--- src/rtl/bitp_pkg.sv ---
// ----------------------------------------------------------------------------
// Boot information parser package
// Record codes, status codes, tag kinds and the summary record bundle.
// ----------------------------------------------------------------------------
`default_nettype none

package bitp_pkg;

   localparam logic [32:0] WORD_BYTES      = 33'd8;
   localparam logic [31:0] MIN_TAG_BYTES   = 32'd8;
   localparam logic [31:0] MIN_ENTRY_BYTES = 32'd24;
   localparam logic [31:0] MMAP_AVAILABLE  = 32'd1;

   // Tag kinds that the walker decodes.
   localparam logic [31:0] TAG_END         = 32'd0;
   localparam logic [31:0] TAG_CMDLINE     = 32'd1;
   localparam logic [31:0] TAG_LOADER_NAME = 32'd2;
   localparam logic [31:0] TAG_BASIC_MEM   = 32'd4;
   localparam logic [31:0] TAG_MMAP        = 32'd6;
   localparam logic [31:0] TAG_FRAMEBUFFER = 32'd8;

   typedef enum logic [3:0] {
      REC_STATUS      = 4'd0,
      REC_TAGS        = 4'd1,
      REC_FB_PRESENT  = 4'd2,
      REC_FB_ADDR     = 4'd3,
      REC_PITCH       = 4'd4,
      REC_WIDTH       = 4'd5,
      REC_HEIGHT      = 4'd6,
      REC_BPP         = 4'd7,
      REC_MEM_PRESENT = 4'd8,
      REC_MEM_LOWER   = 4'd9,
      REC_MEM_UPPER   = 4'd10,
      REC_MMAP_COUNT  = 4'd11,
      REC_MMAP_AVAIL  = 4'd12,
      REC_LOADER_OFF  = 4'd13,
      REC_CMDLINE_OFF = 4'd14
   } record_id_type;

   typedef enum logic [1:0] {
      STATUS_END_TAG      = 2'd0,
      STATUS_SIZE_REACHED = 2'd1,
      STATUS_MALFORMED    = 2'd2
   } walk_status_type;

   typedef struct packed {
      walk_status_type status;
      logic [31:0]     tags;
      logic            fb_found;
      logic [63:0]     fb_addr;
      logic [31:0]     pitch;
      logic [31:0]     width;
      logic [31:0]     height;
      logic [7:0]      bpp;
      logic            mem_present;
      logic [31:0]     low_mem;
      logic [31:0]     high_mem;
      logic [31:0]     map_count;
      logic [63:0]     map_avail;
      logic [31:0]     loader_off;
      logic [31:0]     cmdline_off;
   } summary_type;

endpackage

`default_nettype wire

--- src/rtl/bitp_req_if.sv ---
// ----------------------------------------------------------------------------
// Structure word channel
// Valid/ready channel that carries one 64-bit structure word per transaction.
// ----------------------------------------------------------------------------
`default_nettype none

interface bitp_req_if;
   logic        valid;
   logic        ready;
   logic        first_word;
   logic [63:0] info_word;

   modport source (output valid, output first_word, output info_word, input ready);
   modport sink   (input valid, input first_word, input info_word, output ready);
endinterface

`default_nettype wire

--- src/rtl/bitp_rsp_if.sv ---
// ----------------------------------------------------------------------------
// Summary record channel
// Valid/ready channel that carries one summary record per transaction.
// ----------------------------------------------------------------------------
`default_nettype none

interface bitp_rsp_if;
   logic        valid;
   logic        ready;
   logic [3:0]  record_id;
   logic [63:0] record_value;
   logic        last_record;

   modport source (output valid, output record_id, output record_value,
                   output last_record, input ready);
   modport sink   (input valid, input record_id, input record_value,
                   input last_record, output ready);
endinterface

`default_nettype wire

--- src/rtl/bitp_walker.sv ---
// ----------------------------------------------------------------------------
// Tag walker
// Holds the walk state and decodes one structure word per cycle unless stalled.
// ----------------------------------------------------------------------------
`default_nettype none

module bitp_walker (
   input  logic                 clock,
   input  logic                 reset,
   input  logic                 item_valid,
   input  logic                 item_first,
   input  logic [63:0]          item_word,
   input  logic                 item_take,
   output logic                 item_done,
   output bitp_pkg::summary_type summary
);
   import bitp_pkg::*;

   typedef struct packed {
      logic        active;
      logic [31:0] byte_offset;
      logic [31:0] total_bytes;
      logic [31:0] tag_base;
      logic [31:0] tag_kind;
      logic [31:0] tag_bytes;
      logic [31:0] tags_seen;
      logic [31:0] entry_bytes;
      logic [28:0] entry_pos;
      logic [63:0] pending_len;
      logic [31:0] map_count;
      logic [63:0] map_avail;
      logic [63:0] fb_addr;
      logic [31:0] pitch;
      logic [31:0] width;
      logic [31:0] height;
      logic [7:0]  bpp;
      logic [31:0] low_mem;
      logic [31:0] high_mem;
      logic [31:0] loader_off;
      logic [31:0] cmdline_off;
      logic        fb_found;
      logic        mem_present;
   } walk_state_type;

   walk_state_type  state_ff;
   walk_state_type  state_in;
   walk_status_type status;
   logic            finish;
   logic            head_stop;
   logic [31:0]     lo;
   logic [31:0]     hi;
   logic [31:0]     diff;
   logic [28:0]     k;
   logic [32:0]     next_off;
   logic [32:0]     rounded;
   logic [28:0]     last_pos;
   logic [63:0]     pend;
   logic            entry_fits;

   assign lo       = item_word[31:0];
   assign hi       = item_word[63:32];
   assign diff     = state_ff.byte_offset - state_ff.tag_base;
   assign k        = diff[31:3];
   assign next_off = {1'b0, state_ff.byte_offset} + WORD_BYTES;
   assign last_pos = state_ff.entry_bytes[31:3] - 29'd1;
   assign entry_fits = ({1'b0, diff} + WORD_BYTES) <= {1'b0, state_ff.tag_bytes};

   always_comb begin
      state_in  = state_ff;
      status    = STATUS_SIZE_REACHED;
      finish    = 1'b0;
      head_stop = 1'b0;
      rounded   = '0;
      pend      = state_ff.pending_len;
      if (item_first) begin
         state_in             = '0;
         state_in.total_bytes = lo;
         state_in.byte_offset = WORD_BYTES[31:0];
         state_in.tag_base    = WORD_BYTES[31:0];
         state_in.active      = 1'b1;
         if (lo <= WORD_BYTES[31:0]) begin
            finish = 1'b1;
         end
      end else if (state_ff.active) begin
         if (k == '0) begin
            // Tag header word: type in the low half, size in the high half.
            state_in.tag_kind  = lo;
            state_in.tag_bytes = hi;
            state_in.tags_seen = state_ff.tags_seen + 32'd1;
            if (lo == TAG_END) begin
               finish    = 1'b1;
               status    = STATUS_END_TAG;
               head_stop = 1'b1;
            end else if (hi < MIN_TAG_BYTES) begin
               finish    = 1'b1;
               status    = STATUS_MALFORMED;
               head_stop = 1'b1;
            end else begin
               state_in.entry_bytes = '0;
               state_in.entry_pos   = '0;
               state_in.pending_len = '0;
               if (lo == TAG_CMDLINE) begin
                  state_in.cmdline_off = state_ff.tag_base + WORD_BYTES[31:0];
               end
               if (lo == TAG_LOADER_NAME) begin
                  state_in.loader_off = state_ff.tag_base + WORD_BYTES[31:0];
               end
               if (lo == TAG_BASIC_MEM) begin
                  state_in.mem_present = 1'b1;
                  state_in.low_mem     = '0;
                  state_in.high_mem    = '0;
               end
               if (lo == TAG_MMAP) begin
                  state_in.map_count = '0;
                  state_in.map_avail = '0;
               end
               if (lo == TAG_FRAMEBUFFER) begin
                  state_in.fb_found   = 1'b1;
                  state_in.fb_addr    = '0;
                  state_in.pitch      = '0;
                  state_in.width      = '0;
                  state_in.height     = '0;
                  state_in.bpp        = '0;
               end
            end
         end else begin
            // Body word: a field is taken only when it lies wholly inside the tag.
            if (state_ff.tag_kind == TAG_BASIC_MEM) begin
               if (k == 29'd1) begin
                  if (state_ff.tag_bytes >= 32'd12) state_in.low_mem = lo;
                  if (state_ff.tag_bytes >= 32'd16) state_in.high_mem = hi;
               end
            end else if (state_ff.tag_kind == TAG_FRAMEBUFFER) begin
               if (k == 29'd1 && state_ff.tag_bytes >= 32'd16) state_in.fb_addr = item_word;
               if (k == 29'd2) begin
                  if (state_ff.tag_bytes >= 32'd20) state_in.pitch = lo;
                  if (state_ff.tag_bytes >= 32'd24) state_in.width = hi;
               end
               if (k == 29'd3) begin
                  if (state_ff.tag_bytes >= 32'd28) state_in.height = lo;
                  if (state_ff.tag_bytes >= 32'd29) state_in.bpp = hi[7:0];
               end
            end else if (state_ff.tag_kind == TAG_MMAP) begin
               if (k == 29'd1) begin
                  state_in.entry_bytes = '0;
                  if (state_ff.tag_bytes >= 32'd12 && lo[2:0] == 3'd0 &&
                      lo >= MIN_ENTRY_BYTES) begin
                     state_in.entry_bytes = lo;
                  end
                  state_in.entry_pos   = '0;
                  state_in.pending_len = '0;
               end else if (state_ff.entry_bytes != '0) begin
                  // Second entry word is the length, third holds the type.
                  if (state_ff.entry_pos == 29'd1) pend = item_word;
                  if (state_ff.entry_pos == 29'd2 && lo != MMAP_AVAILABLE) pend = '0;
                  state_in.pending_len = pend;
                  if (state_ff.entry_pos == last_pos) begin
                     if (entry_fits) begin
                        state_in.map_count = state_ff.map_count + 32'd1;
                        state_in.map_avail = state_ff.map_avail + pend;
                     end
                     state_in.entry_pos   = '0;
                     state_in.pending_len = '0;
                  end else begin
                     state_in.entry_pos = state_ff.entry_pos + 29'd1;
                  end
               end
            end
         end
         if (!head_stop) begin
            rounded = ({1'b0, state_in.tag_bytes} + 33'd7) & ~33'd7;
            if (next_off[32]) begin
               finish = 1'b1;
            end else if ((next_off - {1'b0, state_ff.tag_base}) >= rounded) begin
               if (next_off >= {1'b0, state_ff.total_bytes}) begin
                  finish = 1'b1;
               end else begin
                  state_in.tag_base    = next_off[31:0];
                  state_in.byte_offset = next_off[31:0];
               end
            end else begin
               state_in.byte_offset = next_off[31:0];
            end
         end
      end
      if (finish) begin
         state_in.active = 1'b0;
      end
   end

   assign item_done = item_valid && finish;

   always_comb begin
      summary.status      = status;
      summary.tags        = state_in.tags_seen;
      summary.fb_found    = state_in.fb_found;
      summary.fb_addr     = state_in.fb_addr;
      summary.pitch       = state_in.pitch;
      summary.width       = state_in.width;
      summary.height      = state_in.height;
      summary.bpp         = state_in.bpp;
      summary.mem_present = state_in.mem_present;
      summary.low_mem     = state_in.low_mem;
      summary.high_mem    = state_in.high_mem;
      summary.map_count   = state_in.map_count;
      summary.map_avail   = state_in.map_avail;
      summary.loader_off  = state_in.loader_off;
      summary.cmdline_off = state_in.cmdline_off;
   end

   always_ff @(posedge clock) begin
      if (reset) begin
         state_ff <= '0;
      end else if (item_take) begin
         state_ff <= state_in;
      end
   end

endmodule

`default_nettype wire

--- src/rtl/bitp_summary.sv ---
// ----------------------------------------------------------------------------
// Summary emitter
// Holds a finished walk's summary and sends it as fifteen records.
// ----------------------------------------------------------------------------
`default_nettype none

module bitp_summary (
   input  logic                  clock,
   input  logic                  reset,
   input  logic                  load,
   input  bitp_pkg::summary_type summary,
   output logic                  free,
   bitp_rsp_if.source            rsp_chan
);
   import bitp_pkg::*;

   summary_type   snap_ff;
   logic          busy_ff;
   record_id_type idx_ff;
   logic          is_last;
   logic          taken;

   assign is_last = (idx_ff == REC_CMDLINE_OFF);
   assign taken   = busy_ff && rsp_chan.ready;
   assign free    = !busy_ff || (rsp_chan.ready && is_last);

   assign rsp_chan.valid       = busy_ff;
   assign rsp_chan.record_id   = idx_ff;
   assign rsp_chan.last_record = is_last;

   always_comb begin
      unique case (idx_ff)
         REC_STATUS:      rsp_chan.record_value = {62'd0, snap_ff.status};
         REC_TAGS:        rsp_chan.record_value = {32'd0, snap_ff.tags};
         REC_FB_PRESENT:  rsp_chan.record_value = {63'd0, snap_ff.fb_found};
         REC_FB_ADDR:     rsp_chan.record_value = snap_ff.fb_addr;
         REC_PITCH:       rsp_chan.record_value = {32'd0, snap_ff.pitch};
         REC_WIDTH:       rsp_chan.record_value = {32'd0, snap_ff.width};
         REC_HEIGHT:      rsp_chan.record_value = {32'd0, snap_ff.height};
         REC_BPP:         rsp_chan.record_value = {56'd0, snap_ff.bpp};
         REC_MEM_PRESENT: rsp_chan.record_value = {63'd0, snap_ff.mem_present};
         REC_MEM_LOWER:   rsp_chan.record_value = {32'd0, snap_ff.low_mem};
         REC_MEM_UPPER:   rsp_chan.record_value = {32'd0, snap_ff.high_mem};
         REC_MMAP_COUNT:  rsp_chan.record_value = {32'd0, snap_ff.map_count};
         REC_MMAP_AVAIL:  rsp_chan.record_value = snap_ff.map_avail;
         REC_LOADER_OFF:  rsp_chan.record_value = {32'd0, snap_ff.loader_off};
         REC_CMDLINE_OFF: rsp_chan.record_value = {32'd0, snap_ff.cmdline_off};
         default:         rsp_chan.record_value = '0;
      endcase
   end

   always_ff @(posedge clock) begin
      if (reset) begin
         busy_ff <= 1'b0;
         idx_ff  <= REC_STATUS;
      end else if (load) begin
         busy_ff <= 1'b1;
         idx_ff  <= REC_STATUS;
      end else if (taken) begin
         if (is_last) begin
            busy_ff <= 1'b0;
            idx_ff  <= REC_STATUS;
         end else begin
            idx_ff <= record_id_type'(idx_ff + 4'd1);
         end
      end
   end

   always_ff @(posedge clock) begin
      if (load) begin
         snap_ff <= summary;
      end
   end

endmodule

`default_nettype wire

--- src/rtl/boot_info_tag_parser_top.sv ---
// ----------------------------------------------------------------------------
// Boot information tag parser
// Walks a streamed boot information structure and reports a summary.
// ----------------------------------------------------------------------------
//
//   Channel    Direction  Payload                                  Per transaction
//   req_chan   in         first_word, info_word                    one 64-bit word
//   rsp_chan   out        record_id, record_value, last_record     one record
//
// One structure word is accepted per cycle unless a held word must wait. The
// walker decodes each word while it sits in the input register, and the walk
// state takes the result at the next edge; the first record of a summary is
// offered right after. A word that ends the walk loads a fifteen-record summary
// that the summary register sends one record per cycle while rsp_chan is ready;
// words that end no walk keep flowing meanwhile. A word that would end a walk
// waits in the input register until the prior summary's last record is taken.
// Reset is synchronous and clears the walk, the input register and the emitter.
// ----------------------------------------------------------------------------
`default_nettype none

module boot_info_tag_parser_top (
   input  logic      clock,
   input  logic      reset,
   bitp_req_if.sink  req_chan,
   bitp_rsp_if.source rsp_chan
);
   import bitp_pkg::*;

   // Input register: holds the word that the walker decodes this cycle.
   logic        in_valid_ff;
   logic        in_first_ff;
   logic [63:0] in_word_ff;

   logic        take;
   logic        done;
   logic        snap_free;
   summary_type summary;

   // The held word moves into the walker unless it would end a walk while the
   // emitter still owns a summary whose final record is not being taken.
   assign take = in_valid_ff && (!done || snap_free);
   assign req_chan.ready = !in_valid_ff || take;

   always_ff @(posedge clock) begin
      if (reset) begin
         in_valid_ff <= 1'b0;
      end else if (req_chan.ready) begin
         in_valid_ff <= req_chan.valid;
      end
   end

   always_ff @(posedge clock) begin
      if (req_chan.ready && req_chan.valid) begin
         in_first_ff <= req_chan.first_word;
         in_word_ff  <= req_chan.info_word;
      end
   end

   bitp_walker u_walker (
      .clock      (clock),
      .reset      (reset),
      .item_valid (in_valid_ff),
      .item_first (in_first_ff),
      .item_word  (in_word_ff),
      .item_take  (take),
      .item_done  (done),
      .summary    (summary)
   );

   bitp_summary u_summary (
      .clock    (clock),
      .reset    (reset),
      .load     (take && done),
      .summary  (summary),
      .free     (snap_free),
      .rsp_chan (rsp_chan)
   );

endmodule

`default_nettype wire

--- src/flat_wrapper.sv ---
// flat-port wrapper written by rule: the top's interface ports become plain ports
module boot_info_tag_parser_top_flat import bitp_pkg::*;
  (clock, reset, req_chan_valid, req_chan_first_word, req_chan_info_word, req_chan_ready, rsp_chan_valid, rsp_chan_record_id, rsp_chan_record_value, rsp_chan_last_record, rsp_chan_ready);
  bitp_req_if req_chan_i ();
  bitp_rsp_if rsp_chan_i ();
  input  logic clock;
  input  logic reset;
  input wire logic [$bits(req_chan_i.valid)-1:0] req_chan_valid;
  input wire logic [$bits(req_chan_i.first_word)-1:0] req_chan_first_word;
  input wire logic [$bits(req_chan_i.info_word)-1:0] req_chan_info_word;
  output wire logic [$bits(req_chan_i.ready)-1:0] req_chan_ready;
  output wire logic [$bits(rsp_chan_i.valid)-1:0] rsp_chan_valid;
  output wire logic [$bits(rsp_chan_i.record_id)-1:0] rsp_chan_record_id;
  output wire logic [$bits(rsp_chan_i.record_value)-1:0] rsp_chan_record_value;
  output wire logic [$bits(rsp_chan_i.last_record)-1:0] rsp_chan_last_record;
  input wire logic [$bits(rsp_chan_i.ready)-1:0] rsp_chan_ready;
  assign req_chan_i.valid = req_chan_valid;
  assign req_chan_i.first_word = req_chan_first_word;
  assign req_chan_i.info_word = req_chan_info_word;
  assign req_chan_ready = req_chan_i.ready;
  assign rsp_chan_valid = rsp_chan_i.valid;
  assign rsp_chan_record_id = rsp_chan_i.record_id;
  assign rsp_chan_record_value = rsp_chan_i.record_value;
  assign rsp_chan_last_record = rsp_chan_i.last_record;
  assign rsp_chan_i.ready = rsp_chan_ready;
  boot_info_tag_parser_top u_core (.clock(clock), .reset(reset), .req_chan(req_chan_i), .rsp_chan(rsp_chan_i));
endmodule
--- config.mk ---
export PLATFORM = sky130hd
export DESIGN_NAME = boot_info_tag_parser_top_flat
export DESIGN_NICKNAME = d
export VERILOG_FILES = /design/src/rtl/bitp_pkg.sv /design/src/rtl/bitp_req_if.sv /design/src/rtl/bitp_rsp_if.sv /design/src/rtl/bitp_walker.sv /design/src/rtl/bitp_summary.sv /design/src/rtl/boot_info_tag_parser_top.sv /design/src/flat_wrapper.sv
export SDC_FILE = /design/constraint.sdc
export NUM_CORES = 2
export LEC_CHECK = 0
export ABC_CLOCK_PERIOD_IN_PS = 20200
export BUFFER_PORTS_ARGS = -buffer_cell sky130_fd_sc_hd__buf_2
export CAP_MARGIN = 20
export CORE_MARGIN = 10
export CORE_UTILIZATION = 60
export DETAILED_ROUTE_END_ITERATION = 8
export PLACE_DENSITY = 0.84
export SLEW_MARGIN = 15
export SYNTH_ARGS = -nofsm -noshare
export SYNTH_HDL_FRONTEND = slang
export SYNTH_HIERARCHICAL = 1
export SYNTH_SLANG_ARGS = --single-unit
--- constraint.sdc ---
create_clock -name clock -period 20.2 [get_ports clock]
set_input_delay 2.02 -clock clock [delete_from_list [all_inputs] [get_ports clock]]
set_output_delay 2.02 -clock clock [all_outputs]
set_load 0.05 [all_outputs]
==> impl_summary.txt <==
----------------------------------------------------
[STA]
  Worst hold slack after final layout ... 457.1 ps
  Clock period minus final worst setup slack ... 12300 ps
  Final Hold Violating Endpoints ... 0
  Final sum of negative setup slack ... 0 ps
  RSZ-0062 raised after global routing ... no
  Transition time at the pin with the least slew margin ... 1293 ps
  Setup clock skew after layout ... 77.34 ps
  Share of the clock period used by the worst path after layout ... 60.88%
  Top achievable clock speed ... 81.31 MHz
  # setup viols final ... 0
  Final-report max-slew violation count ... 0
  Max_slew headroom ... 13.80%

[Synthesis]
  Proportion of register bits with asynchronous set or reset after synthesis ... 0%
  Summed instance area of the synthesized netlist ... 67480 um^2
  Largest area contributor in the netlist ... sky130_fd_sc_hd__edfxtp_1
  Cell types with the largest area share after synthesis ... sky130_fd_sc_hd__edfxtp_1, sky130_fd_sc_hd__dfxtp_1, sky130_fd_sc_hd__buf_4, sky130_fd_sc_hd__a22o_1, sky130_fd_sc_hd__ha_1
  Post-synthesis instance total ... 7358
  Area share of the leading cell type in the synthesized netlist ... 21.94%
  Cell with the most instances after synthesis ... sky130_fd_sc_hd__dfxtp_1
  Most numerous cell types in the synthesized netlist ... sky130_fd_sc_hd__dfxtp_1, sky130_fd_sc_hd__nand2_1, sky130_fd_sc_hd__nor2_1, sky130_fd_sc_hd__a21oi_1, sky130_fd_sc_hd__edfxtp_1
  Yosys Warn Count ... 6
  Number of storage elements in the synthesis netlist ... 1206
  Post-synthesis sequential area ratio ... 43.09%
  Number of library cell types mapped by synthesis ... 108
  Syn avg cell area ... 9.171 um^2
  Number of enable-type register cells in the synthesized netlist ... 493
  Synth Flop Type ... sky130_fd_sc_hd__dfxtp_1

[Job]
  MaxCap Viol Count ... 0

[Clock network]
  CTS-repair resized insts ... 0
  Setup repair bufs after CTS ... 0
  CTS H-tree depth ... 3
  Clock net sink count ... 1206
  Clock buffer count from CTS ... 121
  Clock insertion delay at the later pin of the skew report ... 790 ps
  Clock Root Buffer ... sky130_fd_sc_hd__clkbuf_16
  Clock slew seen by the registers of the worst setup and hold paths ... 70 ps
  Max clock buf depth ... 3
  # hold bufs at CTS ... 0
  CTS tree ... done

[Floorplanning]
  Core footprint ... 111100 um^2
  Die Area ... 126300 um^2
  Std cell rows ... 122
  Die X ... 355.4 um
  Y dimension of the die ... 355.4 um
  Effective utilization at floorplan ... 60.72%
  Boundary pin count ... 140

[Worst setup path]
  Biggest fanout along the worst timing path ... 60
  Endpoint of the lowest-slack register-to-register path ... u_core/u_walker/state_ff[475]
  Launch point of the worst reg-to-reg path ... u_core/u_walker/state_ff[617]
  Slowest stage delay, CP ... 820 ps
  CP arrival ... 12990 ps
  Worst setup endpoint ... u_core/u_walker/state_ff[475]
  Standard cell with the maximum stage delay on the critical path ... sky130_fd_sc_hd__a211oi_1
  Worst Reg-to-Reg Cells ... 35
  Type of element capturing the critical path ... register
  Cell with the most instances on the worst path ... sky130_fd_sc_hd__o21a_1
  Critical Setup Path Class ... reg2reg
  Kind of launch point of the worst setup path ... register
  Internal reg-to-reg setup slack ... 7900 ps
  Data required time at the worst endpoint ... 20890 ps
  Launching element of the worst setup path ... u_core/u_walker/state_ff[617]

[Routing]
  Vias per cell ... 7.106
  Number of remaining DRC errors ... 13
  Total Routed Length ... 253300 um
  Vias after detailed routing ... 59.79k
  Wirelength per Cell ... 30.10 um
  Number of design-rule violations left by the first detailed-router iteration ... 10.55k
  First-pass detailed-route iteration total ... 9
  Remaining number of nets flagged by the antenna check after routing ... 0

[Global routing]
  Number of antenna violations at the first check in global routing ... 23
  Via count of the first global-routing pass ... 55.11k
  Met3 track demand over resource in global routing ... 14.15%
  Most Crowded Layer GR ... met2
  Pin count of the biggest net entering global routing ... 195
  Gr ovfl total ... 0
  Overall Global Routing Usage ... 38.06%
  GR Util met1 ... 47.45%
  Met2 global-route usage ... 54.19%
  Wire length of the first global-routing pass ... 364100 um

[Pwr]
  Portion of total power attributed to combinational logic ... 10.3%
  Peak supply drop ... 79.32 uV
  Switching power share of the total ... 26.70%
  Power per cell area ... 78.06 nW/um^2
  Internal Pwr Total ... 0.004039 W
  Total power after layout ... 0.005510 W
  Reported leakage power ... 26.34 nW
  Clock power frac ... 43.4%
  Part of the power in registers ... 46.3%
  Switching power ... 0.001471 W

[Place]
  Post-Place Cells ... 8173
  Post-detail-place hpwl ... 169100 um
  Buffers on Ports ... 139
  Routability cong. ... 1.029

[Layout]
  Fraction of final layout cells with drive strength greater than 1 ... 9.509%
  Number of cells in the finished layout apart from fillers ... 8414
  Layout net count ... 7108
  Synth-to-layout area growth ... 4.606%

[Min path]
  Kind of path behind the tightest hold check ... reg2reg

[Outcome]
  Status ... finished with violations
  Violated checks ... design-rule violations

----------------------------------------------------
[registers in the layout, indices dropped and copies added, names as in the netlist]
register	count
u_core/u_summary/rsp_chan.record_id	4
u_core/u_summary/snap_ff	428
u_core/in_word_ff	64
u_core/in_first_ff	1
u_core/u_walker/state_ff	707
u_core/u_summary/rsp_chan.valid	1
u_core/in_valid_ff	1
[per-stage QoR]
step | worst slack (ps) | instance area, um^2 | util, %
CTS | 8050 | 70510 | 63.45
finish | 7902 | 70590 | 63.52
global route | 7246 | 70570 | 63.50
global placement | 8403 | 66170 | 59.54
detailed placement | 8079 | 66230 | 59.60
floorplan | 7910 | 67480 | -
[critical path: cells and delay by family (launching register included)]
kind / cells / cell delay, ps
buffers and inverters: 4 / 2200
flip-flops: 1 / 510
AND/OR/NAND/NOR: 8 / 2820
AO/OA/AOI/OAI: 21 / 5950
adder cells (fa/ha/maj): 2 / 680
[placed cells by master (no fill, tap or decap), types with 133 or more instances in the layout]
| master | synthesis | routed |
|---|---|---|
| sky130_fd_sc_hd__a21oi_1 | 494 | 490 |
| sky130_fd_sc_hd__mux2i_1 | 133 | 133 |
| sky130_fd_sc_hd__ha_1 | 224 | 224 |
| sky130_fd_sc_hd__nand2_1 | 667 | 666 |
| sky130_fd_sc_hd__a22oi_1 | 232 | 232 |
| sky130_fd_sc_hd__nand3_1 | 322 | 321 |
| sky130_fd_sc_hd__dfxtp_1 | 713 | 713 |
| sky130_fd_sc_hd__a22o_1 | 370 | 370 |
| sky130_fd_sc_hd__xnor2_1 | 192 | 192 |
| sky130_fd_sc_hd__edfxtp_1 | 493 | 493 |
| sky130_fd_sc_hd__buf_4 | 432 | 161 |
| sky130_fd_sc_hd__buf_2 | 96 | 139 |
| sky130_fd_sc_hd__inv_1 | 176 | 174 |
| sky130_fd_sc_hd__nor2_1 | 622 | 613 |
| sky130_fd_sc_hd__o21ai_0 | 211 | 209 |
[cell type report]
type,count,area (um^2)
fillers,8943,40540
multi-input cells,4999,32650
flip-flops and latches,1206,29080
clock buffers,170,3625
repair buffers,308,2049
well taps,1488,1862
inverters,176,660.6
clock inverters,61,649.4
diodes,6,15.01
[how the worst min path moves through the flow]
stage | startpoint | end | slack [ps] | cells past startpoint
2_1_floorplan | u_core/u_walker/state_ff[487] | u_core/u_walker/state_ff[487] | 430 | 1
3_3_place_gp | u_core/u_walker/state_ff[654] | u_core/u_walker/state_ff[654] | 440 | 2
3_5_place_dp | u_core/u_walker/state_ff[649] | u_core/u_walker/state_ff[649] | 450 | 2
4_1_cts | u_core/u_walker/state_ff[649] | u_core/u_walker/state_ff[649] | 460 | 2
5_1_grt | u_core/u_walker/state_ff[649] | u_core/u_walker/state_ff[649] | 480 | 2
6_report | u_core/u_walker/state_ff[649] | u_core/u_walker/state_ff[649] | 460 | 2
[logic make-up after synthesis]
group           synth area share [%]
simple gates                   16.87
compound gates                 20.46
flops                          43.09
buf+inv                        9.038
mux                            2.207
other cells                 0.005557
fa+ha+maj                      4.243
xor+xnor                       4.089
[power by group through the flow]
stage	combinational, W	sequential, W	clock (W)
finish	0.000566	0.00255	0.00239
floorplan	0.000314	0.00260	0
global placement	0.000527	0.00260	0
global route	0.000584	0.00255	0.00248
CTS	0.000538	0.00255	0.00238
detailed placement	0.000535	0.00260	0
[layer usage]
metal	vias to the layer above	wire length (um)
met3	1114	40520
li1	25440	-
met5	-	124
met2	4877	103100
met4	18	21320
met1	28350	88220
Note: power is estimated with default switching activity, not from simulation.
